## src/rtl/bswlo_pkg.sv

```systemverilog
package bswlo_pkg;

    typedef enum logic [3:0] {
        REQ_PUSH    = 4'd0,
        REQ_POP     = 4'd1,
        REQ_TOP     = 4'd2,
        REQ_SORT    = 4'd3,
        REQ_REVERSE = 4'd4,
        REQ_MAX     = 4'd5,
        REQ_MIN     = 4'd6,
        REQ_AVG     = 4'd7,
        REQ_RMLARGE = 4'd8,
        REQ_DEDUPE  = 4'd9
    } req_e;

    localparam logic [1:0] ST_OK    = 2'd0;
    localparam logic [1:0] ST_FULL  = 2'd1;
    localparam logic [1:0] ST_EMPTY = 2'd2;

    typedef struct packed {
        logic [3:0]         req_type;
        logic signed [31:0] push_value;
    } req_t;

    typedef struct packed {
        logic signed [31:0] result_value;
        logic [1:0]         status;
        logic [3:0]         entry_count;
        logic               is_empty;
        logic               is_full;
    } rsp_t;

    typedef enum logic [3:0] {
        S_IDLE,
        S_RD_A,
        S_RD_B,
        S_OP,
        S_SHIFT_RD,
        S_SHIFT_WR,
        S_DIV,
        S_DONE
    } state_e;

    // divider control and status
    typedef struct packed {
        logic start;
    } div_ctl_t;

    typedef struct packed {
        logic busy;
        logic done;
    } div_sts_t;

endpackage

```

## src/rtl/bswlo_div.sv

```systemverilog
module bswlo_div (
    input  logic                  clk,
    input  logic                  rst_n,
    input  bswlo_pkg::div_ctl_t   ctl,
    input  logic signed [38:0]    dividend,
    input  logic [6:0]            divisor,
    output bswlo_pkg::div_sts_t   sts,
    output logic signed [31:0]    quotient
);
    import bswlo_pkg::*;

    logic [38:0] rem_reg, rem_next;
    logic [38:0] quo_reg, quo_next;
    logic [5:0]  cnt_reg, cnt_next;
    logic        neg_reg, neg_next;
    logic        busy_reg, busy_next;
    logic        done_reg, done_next;
    logic [6:0]  dvs_reg, dvs_next;
    logic [39:0] trial;
    logic [38:0] mag;
    logic [38:0] qs;

    // restoring division, one quotient bit per cycle
    always_comb
    begin
        rem_next  = rem_reg;
        quo_next  = quo_reg;
        cnt_next  = cnt_reg;
        neg_next  = neg_reg;
        busy_next = busy_reg;
        done_next = 1'b0;
        dvs_next  = dvs_reg;
        mag       = dividend[38] ? 39'(-dividend) : 39'(dividend);
        trial     = {rem_reg, quo_reg[38]} - {33'd0, dvs_reg};
        if (ctl.start)
        begin
            rem_next  = '0;
            quo_next  = mag;
            cnt_next  = 6'd39;
            neg_next  = dividend[38];
            dvs_next  = divisor;
            busy_next = 1'b1;
        end
        else if (busy_reg)
        begin
            if (!trial[39])
            begin
                rem_next = trial[38:0];
                quo_next = {quo_reg[37:0], 1'b1};
            end
            else
            begin
                rem_next = {rem_reg[37:0], quo_reg[38]};
                quo_next = {quo_reg[37:0], 1'b0};
            end
            cnt_next = cnt_reg - 6'd1;
            if (cnt_reg == 6'd1)
            begin
                busy_next = 1'b0;
                done_next = 1'b1;
            end
        end
    end

    always_ff @(posedge clk or negedge rst_n)
    begin
        if (!rst_n)
        begin
            busy_reg <= 1'b0;
            done_reg <= 1'b0;
            cnt_reg  <= '0;
        end
        else
        begin
            busy_reg <= busy_next;
            done_reg <= done_next;
            cnt_reg  <= cnt_next;
        end
    end

    always_ff @(posedge clk)
    begin
        rem_reg <= rem_next;
        quo_reg <= quo_next;
        neg_reg <= neg_next;
        dvs_reg <= dvs_next;
    end

    assign qs       = neg_reg ? 39'(-quo_reg) : quo_reg;
    assign quotient = qs[31:0];
    assign sts.busy = busy_reg;
    assign sts.done = done_reg;
endmodule

```

## src/rtl/bounded_stack_with_list_ops_core.sv

```systemverilog
// push, pop, empty stack and unused codes are answered straight from idle; top reads
// the top element first; the list operations walk the elements through the read, compare
// and shift states, and average sums them and then waits on the restoring divider;
// one request in flight, ready only when idle with no word waiting
// result register holds the answer until taken; reset clears count and control
// element memory is not cleared at reset
module bounded_stack_with_list_ops_core #(
    parameter int STACK_DEPTH = 8
) (
    input  logic              clk,
    input  logic              rst_n,
    input  logic              in_valid,
    output logic              in_ready,
    input  bswlo_pkg::req_t   in_data,
    output logic              out_valid,
    input  logic              out_ready,
    output bswlo_pkg::rsp_t   out_data
);
    import bswlo_pkg::*;

    localparam int AW = (STACK_DEPTH > 1) ? $clog2(STACK_DEPTH) : 1;
    localparam int CW = $clog2(STACK_DEPTH + 1);

    // element storage, single write port, registered read
    logic signed [31:0] mem [STACK_DEPTH];
    logic               we;
    logic [AW-1:0]      waddr, raddr;
    logic signed [31:0] wdata, rdata_reg;

    always_ff @(posedge clk)
    begin
        if (we)
            mem[waddr] <= wdata;
        rdata_reg <= mem[raddr];
    end

    state_e state_reg, state_next;
    logic [CW-1:0] n_reg, n_next;
    logic [CW-1:0] i_reg, i_next;      // outer index
    logic [CW-1:0] j_reg, j_next;      // inner index
    logic [CW-1:0] k_reg, k_next;      // kept count / best index
    logic [3:0]    op_reg, op_next;
    logic signed [31:0] a_reg, a_next; // held operand
    logic signed [38:0] sum_reg, sum_next;
    logic          flag_reg, flag_next;
    logic          ov_reg, ov_next;
    rsp_t          rsp_reg, rsp_next;
    div_ctl_t      dctl;
    div_sts_t      dsts;
    logic signed [31:0] quo;

    bswlo_div u_div (
        .clk      (clk),
        .rst_n    (rst_n),
        .ctl      (dctl),
        .dividend (sum_reg),
        .divisor  (7'(n_reg)),
        .sts      (dsts),
        .quotient (quo)
    );

    // less-than comparator shared by sort and min; max and remove largest compare separately
    logic lt;
    assign lt = rdata_reg < a_reg;

    function automatic rsp_t mk(input logic signed [31:0] v, input logic [1:0] s,
                                input logic [CW-1:0] n);
        rsp_t r;
        r.result_value = v;
        r.status       = s;
        r.entry_count  = 4'(n);
        r.is_empty     = (n == '0);
        r.is_full      = (n == CW'(STACK_DEPTH));
        return r;
    endfunction

    assign in_ready  = (state_reg == S_IDLE) && !ov_reg;
    assign out_valid = ov_reg;
    assign out_data  = rsp_reg;

    always_comb
    begin
        state_next = state_reg;
        n_next = n_reg; i_next = i_reg; j_next = j_reg; k_next = k_reg;
        op_next = op_reg; a_next = a_reg; sum_next = sum_reg;
        flag_next = flag_reg; rsp_next = rsp_reg; ov_next = ov_reg;
        we = 1'b0; waddr = '0; wdata = a_reg; raddr = '0;
        dctl.start = 1'b0;
        if (ov_reg && out_ready)
            ov_next = 1'b0;
        unique case (state_reg)
            S_IDLE:
            begin
                if (in_valid && in_ready)
                begin
                    op_next = in_data.req_type;
                    if (in_data.req_type == REQ_PUSH)
                    begin
                        if (n_reg == CW'(STACK_DEPTH))
                            rsp_next = mk('0, ST_FULL, n_reg);
                        else
                        begin
                            we = 1'b1; waddr = AW'(n_reg); wdata = in_data.push_value;
                            n_next = n_reg + 1'b1;
                            rsp_next = mk('0, ST_OK, n_reg + 1'b1);
                        end
                        ov_next = 1'b1;
                    end
                    else if (in_data.req_type > 4'd9)
                    begin
                        rsp_next = mk('0, ST_OK, n_reg);
                        ov_next = 1'b1;
                    end
                    else if (n_reg == '0)
                    begin
                        rsp_next = mk('0, ST_EMPTY, n_reg);
                        ov_next = 1'b1;
                    end
                    else if (in_data.req_type == REQ_POP)
                    begin
                        n_next = n_reg - 1'b1;
                        rsp_next = mk('0, ST_OK, n_reg - 1'b1);
                        ov_next = 1'b1;
                    end
                    else
                    begin
                        // first read: element 0 (top for top request)
                        i_next = '0; j_next = '0; k_next = '0;
                        sum_next = '0; flag_next = 1'b0;
                        if (in_data.req_type == REQ_TOP)
                            raddr = AW'(n_reg - 1'b1);
                        else if (in_data.req_type == REQ_REVERSE)
                            i_next = '0;
                        state_next = (in_data.req_type == REQ_TOP) ? S_DONE : S_RD_A;
                        if (in_data.req_type == REQ_DEDUPE)
                        begin
                            k_next = CW'(1);   // element 0 always kept
                            i_next = CW'(1);
                        end
                    end
                end
            end
            // read element i (into a_reg, or into the sum for average), then walk j
            S_RD_A:
            begin
                raddr = AW'(i_reg);
                state_next = S_RD_B;
                unique case (op_reg)
                    REQ_SORT:    j_next = i_reg + 1'b1;
                    REQ_REVERSE: j_next = n_reg - 1'b1 - i_reg;
                    REQ_DEDUPE:  j_next = '0;
                    default:     j_next = CW'(1);
                endcase
                if (op_reg == REQ_SORT && i_reg + 1'b1 >= n_reg)
                    state_next = S_DONE;
                if (op_reg == REQ_REVERSE && i_reg >= (n_reg >> 1))
                    state_next = S_DONE;
                if (op_reg == REQ_DEDUPE && i_reg >= n_reg)
                    state_next = S_DONE;
                if (op_reg == REQ_AVG && i_reg >= n_reg)
                begin
                    dctl.start = 1'b1;
                    state_next = S_DIV;
                end
            end
            S_RD_B:
            begin
                // rdata_reg holds element i
                unique case (op_reg)
                    REQ_AVG:
                    begin
                        sum_next = sum_reg + 39'(rdata_reg);
                        i_next = i_reg + 1'b1;
                        state_next = S_RD_A;
                    end
                    REQ_MAX, REQ_MIN, REQ_RMLARGE:
                    begin
                        a_next = rdata_reg; k_next = '0;
                        raddr = AW'(j_reg);
                        // single element: remove largest still drops element 0
                        if (n_reg == CW'(1))
                            state_next = (op_reg == REQ_RMLARGE) ? S_SHIFT_RD : S_DONE;
                        else
                            state_next = S_OP;
                    end
                    default:
                    begin
                        a_next = rdata_reg;
                        raddr = AW'(j_reg);
                        flag_next = 1'b0;
                        state_next = S_OP;
                        if (op_reg == REQ_DEDUPE && k_reg == '0)
                            state_next = S_OP;
                    end
                endcase
            end
            S_OP:
            begin
                // rdata_reg holds element j
                unique case (op_reg)
                    REQ_SORT:
                    begin
                        if (lt)
                        begin
                            // keep element j on the read port for the swap
                            we = 1'b1; waddr = AW'(i_reg); wdata = rdata_reg;
                            raddr = AW'(j_reg);
                            state_next = S_SHIFT_WR;
                        end
                        else if (j_reg + 1'b1 >= n_reg)
                        begin
                            i_next = i_reg + 1'b1;
                            state_next = S_RD_A;
                        end
                        else
                        begin
                            j_next = j_reg + 1'b1;
                            raddr = AW'(j_reg + 1'b1);
                        end
                    end
                    REQ_REVERSE:
                    begin
                        we = 1'b1; waddr = AW'(i_reg); wdata = rdata_reg;
                        state_next = S_SHIFT_WR;
                    end
                    REQ_MAX, REQ_RMLARGE, REQ_MIN:
                    begin
                        if (op_reg == REQ_MIN ? lt : (a_reg < rdata_reg))
                        begin
                            a_next = rdata_reg; k_next = j_reg;
                        end
                        if (j_reg + 1'b1 >= n_reg)
                        begin
                            if (op_reg == REQ_RMLARGE)
                            begin
                                i_next = (op_reg == REQ_MIN ? lt : (a_reg < rdata_reg))
                                         ? j_reg : k_reg;
                                state_next = S_SHIFT_RD;
                            end
                            else
                                state_next = S_DONE;
                        end
                        else
                        begin
                            j_next = j_reg + 1'b1;
                            raddr = AW'(j_reg + 1'b1);
                        end
                    end
                    default: // dedupe: compare element i with kept j
                    begin
                        if (j_reg >= k_reg)
                        begin
                            if (!flag_reg)
                            begin
                                we = 1'b1; waddr = AW'(k_reg); wdata = a_reg;
                                k_next = k_reg + 1'b1;
                            end
                            i_next = i_reg + 1'b1;
                            state_next = S_RD_A;
                        end
                        else
                        begin
                            if (rdata_reg == a_reg)
                                flag_next = 1'b1;
                            j_next = j_reg + 1'b1;
                            raddr = AW'(j_reg + 1'b1);
                            state_next = S_SHIFT_RD;
                        end
                    end
                endcase
            end
            S_SHIFT_RD:
            begin
                if (op_reg == REQ_DEDUPE)
                begin
                    // bubble state: re-read element j so rdata_reg holds it back in S_OP
                    raddr = AW'(j_reg);
                    state_next = S_OP;
                end
                else
                begin
                    // remove largest: move i+1 down to i
                    if (i_reg + 1'b1 >= n_reg)
                    begin
                        n_next = n_reg - 1'b1;
                        state_next = S_DONE;
                    end
                    else
                    begin
                        raddr = AW'(i_reg + 1'b1);
                        state_next = S_SHIFT_WR;
                    end
                end
            end
            S_SHIFT_WR:
            begin
                unique case (op_reg)
                    REQ_RMLARGE:
                    begin
                        we = 1'b1; waddr = AW'(i_reg); wdata = rdata_reg;
                        i_next = i_reg + 1'b1;
                        state_next = S_SHIFT_RD;
                    end
                    REQ_REVERSE:
                    begin
                        we = 1'b1; waddr = AW'(j_reg); wdata = a_reg;
                        i_next = i_reg + 1'b1;
                        state_next = S_RD_A;
                    end
                    default: // sort: finish swap, continue with new a
                    begin
                        we = 1'b1; waddr = AW'(j_reg); wdata = a_reg;
                        a_next = rdata_reg;
                        if (j_reg + 1'b1 >= n_reg)
                        begin
                            i_next = i_reg + 1'b1;
                            state_next = S_RD_A;
                        end
                        else
                        begin
                            j_next = j_reg + 1'b1;
                            raddr = AW'(j_reg + 1'b1);
                            state_next = S_OP;
                        end
                    end
                endcase
            end
            S_DIV:
            begin
                if (dsts.done)
                begin
                    a_next = quo;
                    state_next = S_DONE;
                end
            end
            S_DONE:
            begin
                unique case (op_reg)
                    REQ_TOP:
                        rsp_next = mk(rdata_reg, ST_OK, n_reg);
                    REQ_MAX, REQ_MIN, REQ_AVG, REQ_RMLARGE:
                        rsp_next = mk(a_reg, ST_OK, n_reg);
                    REQ_DEDUPE:
                    begin
                        rsp_next = mk('0, ST_OK, k_reg);
                        n_next = k_reg;
                    end
                    default:
                        rsp_next = mk('0, ST_OK, n_reg);
                endcase
                ov_next = 1'b1;
                state_next = S_IDLE;
            end
            default:
                state_next = S_IDLE;
        endcase
    end

    always_ff @(posedge clk or negedge rst_n)
    begin
        if (!rst_n)
        begin
            state_reg <= S_IDLE;
            n_reg     <= '0;
            ov_reg    <= 1'b0;
        end
        else
        begin
            state_reg <= state_next;
            n_reg     <= n_next;
            ov_reg    <= ov_next;
        end
    end

    always_ff @(posedge clk)
    begin
        i_reg <= i_next; j_reg <= j_next; k_reg <= k_next; op_reg <= op_next;
        a_reg <= a_next; sum_reg <= sum_next;
        flag_reg <= flag_next; rsp_reg <= rsp_next;
    end

    // count never exceeds depth
    a_cnt: assert property (@(posedge clk) disable iff (!rst_n)
        n_reg <= CW'(STACK_DEPTH))
        else $error("count above depth");

    // a waiting result stays valid and stable until taken
    a_hold: assert property (@(posedge clk) disable iff (!rst_n)
        out_valid && !out_ready |=> out_valid && $stable(out_data))
        else $error("result dropped");

    // divider only runs during average
    a_div: assert property (@(posedge clk) disable iff (!rst_n)
        dsts.busy |-> state_reg == S_DIV)
        else $error("divider busy outside average");
endmodule

```

## config.mk

```make
export PLATFORM = sky130hd
export DESIGN_NAME = bounded_stack_with_list_ops_core
export DESIGN_NICKNAME = d
export VERILOG_FILES = /design/src/rtl/bswlo_pkg.sv /design/src/rtl/bswlo_div.sv /design/src/rtl/bounded_stack_with_list_ops_core.sv
export SDC_FILE = /design/constraint.sdc
export NUM_CORES = 1
export LEC_CHECK = 0
export ABC_AREA = 0
export BUFFER_PORTS_ARGS = -buffer_cell sky130_fd_sc_hd__buf_2
export CAP_MARGIN = 25
export CORE_UTILIZATION = 45
export CTS_CLUSTER_SIZE = 28
export DETAILED_ROUTE_END_ITERATION = 12
export SYNTH_ARGS = -nofsm -noshare
export SYNTH_HDL_FRONTEND = slang
export SYNTH_SLANG_ARGS = --single-unit
```

## constraint.sdc

```tcl
create_clock -name clk -period 8.03 [get_ports clk]
set_input_delay 0 -clock clk [delete_from_list [all_inputs] [get_ports clk]]
set_output_delay 0 -clock clk [all_outputs]
set_load 0.01 [all_outputs]
```

==> impl_metrics.py, run 1 <==
metrics = {
    "run_status": {
        "status": "finished, final reports clean",
    },
    "global_routing": {
        "grt-ovfl-total": 0,
        "track_usage_pct": 25.5,
        "grt_pass1_wl_microns": 126000,
        "antenna_found_initial": 0,
        "grt_max_degree": 99,
        "grt_pass1_vias": 21249,
    },
    "setup_path": {
        "reg2reg_slack_ns": 2.33,
        "reg2reg_to": "rdata_reg[14]",
        "slowest_delay_ns": 0.65,
        "path_delay_family": "simple AND/OR/NAND/NOR gates",
        "crit_buf_inv": 4,
        "path_cells": "buf_4 -> inv_1 -> ha_1 -> nand4_1 -> nor4_2 -> o41a_1 -> nor4_1 -> or2_1 -> a221o_1 -> a21oi_4 -> buf_4 -> buf_4 -> a21oi_1 -> a22o_1 -> nor3_1",
        "criticalPathCategory": "reg2reg",
        "ff2ff_path_depth": 15,
        "cp-end-kind": "register",
        "cp_data_arrival_time_ns": 6.17,
        "start_kind": "register",
        "reg2reg_from": "rdata_reg[31]",
        "critPathSlowestCell": "buf_4",
        "worstPathRequired_ns": 8.50,
        "crit_path_frequent_cell": "buf_4",
        "crit_fanout": 73,
    },
    "floorplan": {
        "die_h_microns": 254,
        "coreArea_sq_um": 63000,
        "initial_core_util_pct": 45.4,
        "row_count": 92,
        "io_pins": 82,
        "dieArea_sq_um": 64500,
        "die_w_microns": 254,
    },
    "clocking": {
        "path_clk_slew_ns": 0.06,
        "clockRootBuffer": "clkbuf_16",
        "cts_setup_buffers": 0,
        "postCtsHoldBufs": 17,
        "cts_inserted_buffers": 57,
        "cts.sinks": 515,
        "clockBufferDepth": 3,
        "cts_resized": 0,
        "clock_latency_ns": 0.63,
        "tritoncts": "yes",
        "htree_levels": 2,
    },
    "yosys": {
        "ys_top_cells_by_count": "428 x edfxtp_1, 301 x nand2_1, 262 x a21oi_1, 201 x nor2_1, 200 x o21ai_0",
        "syn_nets": 2917,
        "synthArstFlopShare_pct": 3.11,
        "synth_edf_count": 428,
        "ys_types": 94,
        "postSynthRegisterBits": 515,
        "syn-cell-area_sq_um": 28600,
        "yosysMostFrequentCell": "edfxtp_1",
        "syn-instance-count": 2765,
        "ys_seq_area_share_pct": 51.3,
        "yosys.area.top_type_share_pct": 45.0,
        "yosysWarnings": 0,
        "synth_top_area_cell": "edfxtp_1",
        "ys.flop_type": "edfxtp_1",
        "synthTopCellsByArea": "edfxtp_1 45%, dfxtp_1 5.0%, ha_1 4.8%",
        "syn_area_per_cell_sq_um": 10.3,
    },
    "placed_design": {
        "post-place-ws_ns": 2.39,
        "placed_cells": 3572,
        "port_buffers": 81,
        "place_congestion": 0.951,
        "hpwl_microns": 56000,
    },
    "sta": {
        "hold_viol": 0,
        "clock_skew_ns": 0.0272,
        "finalSetupTns_ns": 0,
        "max_freq_ghz": 0.175,
        "rsz0062_at_grt": "false",
        "worst_pin_slew_ns": 1.01,
        "slew_viol_final": 0,
        "slew_headroom_pct": 30.9,
        "finalCritPeriodShare_pct": 71.0,
        "setup_viol": 0,
        "layout_setup_ws_ns": 2.33,
        "fin_crit_ns": 5.70,
    },
    "power_and_ir_drop": {
        "p_clk_share_pct": 18.4,
        "comb_power_share_pct": 47.2,
        "p_sw_share_pct": 43.2,
        "max-vdd-ir-drop_mv": 0.242,
        "switching_power_w": 0.00640,
        "p_int_w": 0.00840,
        "p_leak_nw": 11.9,
        "power_frac_seq_pct": 34.3,
        "cellPowerDensity_nw_per_um2": 463,
    },
    "cells_and_area": {
        "synthToLayoutAreaGrowth_pct": 11.9,
        "nNetsFinal": 2959,
        "drive_above_1_share_pct": 10.5,
        "fin_cells": 3700,
        "num_antenna_cells": 0,
        "multi_input_area_sq_um": 13000,
        "fillers": 5620,
        "regMostFlops": "mem",
        "largest_register_ffs": 256,
        "regArea_sq_um": 14700,
    },
    "route": {
        "vias_per_cell": 6.02,
        "drc": 0,
        "drt_iter0_markers": 2167,
        "detail-route-antenna-nets": 0,
        "drt_first_pass_iters": 6,
        "vias": 22268,
        "totalWireLength_microns": 82600,
        "wire_per_inst_microns": 22.3,
    },
    "min_path": {
        "min_to": "op_reg[2]",
        "hold_depth": 2,
        "hold_class": "in2reg",
        "min_from": "in_data[34]",
    },
    "run": {
        "cap_violations": 0,
    },
}
[per-layer routing]
layer	part of all wire, %	vias to the layer above	wire (microns)	global-route usage, %
met3	6.9	163	5680	4.16
met2	46	840	38300	41.4
met1	44	10882	36100	34.7
met4	3.1	0	2530	8.31
li1	-	10383	-	-
met5	0	-	0	0
[worst max path at each step]
stage                     cells past startpoint  slack, ns     startpoint             to
after global routing                         15       2.08  rdata_reg[31]  rdata_reg[27]
after detailed placement                     15       2.39  rdata_reg[31]  rdata_reg[27]
after CTS                                    15       2.36  rdata_reg[31]  rdata_reg[27]
final                                        15       2.33  rdata_reg[31]  rdata_reg[14]
after floorplan                              13       2.18  rdata_reg[31]      mem[6][0]
after global placement                       15       2.45  rdata_reg[31]  rdata_reg[27]
[per-stage QoR]
stage / hold WS, ns / cell area (sq um) / utilization (%) / power (W)
after global routing: 0.198 / 32000 / 50.8 / 0.0157
after CTS: 0.178 / 31900 / 50.6 / 0.0148
after floorplan: -0.296 / 28600 / - / 0.00994
after global placement: -0.0583 / 29700 / 47.2 / 0.0118
after detailed placement: -0.0524 / 29800 / 47.2 / 0.0120
final: 0.193 / 32000 / 50.8 / 0.0148
[power by group through the flow]
stage	clock network [W]	registers (W)	logic, W
6_report	0.00273	0.00508	0.00699
5_1_grt	0.00287	0.00514	0.00772
4_1_cts	0.00277	0.00506	0.00692
3_5_place_dp	0	0.00511	0.00688
3_3_place_gp	0	0.00509	0.00668
2_1_floorplan	0	0.00469	0.00525
[layout make-up]
| cell class | count | share of cell area (%) |
|---|---|---|
| flip-flops and latches | 515 | 45.9 |
| multi-input cells | 2013 | 40.7 |
| clock buffers | 75 | 4.80 |
| well taps | 846 | 3.31 |
| repair buffers | 140 | 3.01 |
| clock inverters | 31 | 1.32 |
| inverters | 80 | 0.939 |
[kinds of logic (layout without fill, tap and decap cells)]
family          after synthesis  count (layout)  synth area share [%]
simple gates                829             829                  13.8
xor+xnor                    144             144                  4.41
mux                         113             113                  4.11
flops                       515             515                  51.3
fa+ha+maj                   112             112                  4.98
buf+inv                     237             326                  3.53
compound gates              815             815                  17.8
[layout by cell type (no fill, tap or decap), types with 57 or more instances in the layout]
cell type / instances
edfxtp_1: 428
a22oi_1: 57
o21ai_0: 199
buf_2: 81
xor2_1: 96
nor2_1: 198
nand2_1: 300
clkbuf_16: 57
ha_1: 109
nor3_1: 88
mux2i_1: 78
a211oi_1: 73
inv_1: 77
dfxtp_1: 71
a21oi_1: 261
(Power assumes the default switching activity.)
==> run 2: changes to the inputs <==
clock period = 5.67 ns   (was 8.03 ns; I/O delays follow)
==> run 2 against run 1 <==
Against the previous run: hold slack lost 0.091 ns; critical endpoint is now rdata_reg[4]; highest routed layer unchanged; flip-flop and latch count is the same; worst setup slack lost 1.7 ns; fmax grew 12%; non-clock buffer count grew 45.
==> impl_metrics.py, run 2 (synthesized netlist as in run 1, its figures left out) <==
metrics = {
    "run_status": {
        "status": "finished, final reports clean",
    },
    "placed_design": {
        "port_buffers": 81,
        "placed_cells": 3621,
        "place_congestion": 0.993,
        "hpwl_microns": 59500,
        "place_area_sq_um": 30100,
        "post-place-ws_ns": 0.782,
    },
    "cells_and_area": {
        "synthToLayoutAreaGrowth_pct": 12.9,
        "nNetsFinal": 3004,
        "fillers": 5595,
        "multi_input_area_sq_um": 13000,
        "final_area_sq_um": 32300,
        "largest_register_ffs": 256,
        "regArea_sq_um": 14700,
        "final_common_cell": "edfxtp_1",
        "fin_cells": 3747,
        "drive_above_1_share_pct": 11.8,
        "num_antenna_cells": 0,
        "layout_common_cells": "428 x edfxtp_1, 300 x nand2_1, 261 x a21oi_1",
        "regMostFlops": "mem",
    },
    "setup_path": {
        "slowest_delay_ns": 0.80,
        "cp_data_arrival_time_ns": 5.59,
        "worstPathRequired_ns": 6.19,
        "criticalPathCategory": "reg2reg",
        "cp-end-kind": "register",
        "reg2reg_from": "a_reg[31]",
        "start_kind": "register",
        "crit_buf_inv": 2,
        "reg2reg_to": "rdata_reg[4]",
        "crit_fanout": 48,
        "path_delay_family": "simple AND/OR/NAND/NOR gates",
        "path_cells": "ha_1 -> nand4_1 -> nor4_2 -> o41a_1 -> nor4_1 -> o211a_1 -> a311oi_4 -> buf_4 -> and2_1 -> buf_4 -> a22o_1 -> nor3_1",
        "reg2reg_slack_ns": 0.60,
        "crit_path_frequent_cell": "buf_4",
        "critPathSlowestCell": "buf_4",
        "ff2ff_path_depth": 12,
    },
    "power_and_ir_drop": {
        "p_sw_share_pct": 43.7,
        "max-vdd-ir-drop_mv": 0.342,
        "comb_power_share_pct": 49.7,
        "p_clk_share_pct": 17.6,
        "switching_power_w": 0.00931,
        "p_int_w": 0.0120,
        "cellPowerDensity_nw_per_um2": 660,
        "power_frac_seq_pct": 32.7,
        "p_leak_nw": 12.1,
        "totalPowerFinal_w": 0.0213,
    },
    "route": {
        "wire_per_inst_microns": 23.2,
        "detail-route-antenna-nets": 0,
        "drc": 0,
        "drt_first_pass_iters": 6,
        "drt_iter0_markers": 2253,
        "vias_per_cell": 6.07,
        "vias": 22758,
        "totalWireLength_microns": 86900,
    },
    "sta": {
        "setup_viol": 0,
        "max_freq_ghz": 0.197,
        "hold_slack_ns": 0.102,
        "slew_headroom_pct": 27.4,
        "rsz0062_at_grt": "false",
        "hold_viol": 0,
        "layout_setup_ws_ns": 0.600,
        "worst_pin_slew_ns": 1.09,
        "fin_crit_ns": 5.07,
        "slew_viol_final": 0,
        "clock_skew_ns": 0.0640,
        "finalCritPeriodShare_pct": 89.4,
    },
    "global_routing": {
        "track_usage_pct": 26.9,
        "antenna_found_initial": 1,
        "grt_pass1_wl_microns": 132000,
        "grt_pass1_vias": 21898,
        "grt_max_degree": 86,
        "grt-ovfl-total": 0,
    },
    "clocking": {
        "cts_inserted_buffers": 57,
        "clockBufferDepth": 3,
        "htree_levels": 2,
        "cts_setup_buffers": 0,
        "path_clk_slew_ns": 0.06,
        "tritoncts": "yes",
        "cts.sinks": 515,
        "clock_latency_ns": 0.67,
        "clockRootBuffer": "clkbuf_16",
    },
    "min_path": {
        "min_from": "in_data[14]",
        "hold_class": "in2reg",
        "min_to": "mem[1][14]",
        "hold_depth": 3,
    },
    "floorplan": {
        "die_w_microns": 254,
        "io_pins": 82,
        "initial_core_util_pct": 45.4,
        "die_h_microns": 254,
        "row_count": 92,
        "dieArea_sq_um": 64500,
        "coreArea_sq_um": 63000,
    },
    "run": {
        "cap_violations": 0,
    },
}
run 2: changes by cell type in the layout (fill, tap and decap cells not counted), moves of 2 or more:
cell and delta:
buf_16 -2, buf_4 +46, bufinv_16 -4, clkbuf_8 +5
clkinv_1 +4, clkinv_2 -2, clkinv_4 -2, clkinvlp_4 -2
inv_4 +2
run 2: power groups by stage:
stage	clock, W	combinational (W)	sequential (W)
after floorplan	0	0.00744	0.00664
after global placement	0	0.0100	0.00697
after detailed placement	0	0.0104	0.00700
after CTS	0.00381	0.0104	0.00694
after global routing	0.00396	0.0116	0.00705
final	0.00376	0.0106	0.00696
run 2: worst max-delay path by stage:
stage | slack (ns) | startpoint | end | depth (start not counted)
final | 0.60 | a_reg[31] | rdata_reg[4] | 12
after global routing | 0.45 | a_reg[31] | rdata_reg[4] | 12
after CTS | 0.73 | a_reg[31] | rdata_reg[4] | 12
after detailed placement | 0.78 | a_reg[31] | rdata_reg[13] | 12
after global placement | 0.89 | a_reg[31] | rdata_reg[4] | 12
after floorplan | -0.12 | rdata_reg[31] | mem[3][0] | 12
run 2: worst min-delay path: stages:
cell     delay, ns
buf_2         0.14
a22oi_1       0.10
nand2_1       0.32
run 2: area by class of cell:
type,instances,share of cell area (%)
sequential,515,45.5
multi-input combinational,2013,40.4
clock buffer,81,4.99
timing repair buffer,185,3.95
tap,846,3.28
clock inverter,27,0.954
inverter,80,0.931
run 2: what timing repair did:
action                                  4_1_cts  5_1_grt
hold buffers                                 16        0
gates resized for setup                       0        0
endpoints found under the setup margin        0        0
hold endpoints to repair                     92        0
run 2: per-stage QoR:
stage	setup TNS, ns	util [%]
2_1_floorplan	-7.51	-
3_3_place_gp	0	47.8
3_5_place_dp	0	47.9
4_1_cts	0	51.2
5_1_grt	0	51.2
6_report	0	51.2
run 2: layer usage:
metal,vias up,part of all wire [%],global-route usage (%)
met5,-,0,0
met4,0,3.9,10.4
met3,206,7.8,4.62
met2,1007,46,43.0
met1,11053,42,36.4
li1,10492,-,-
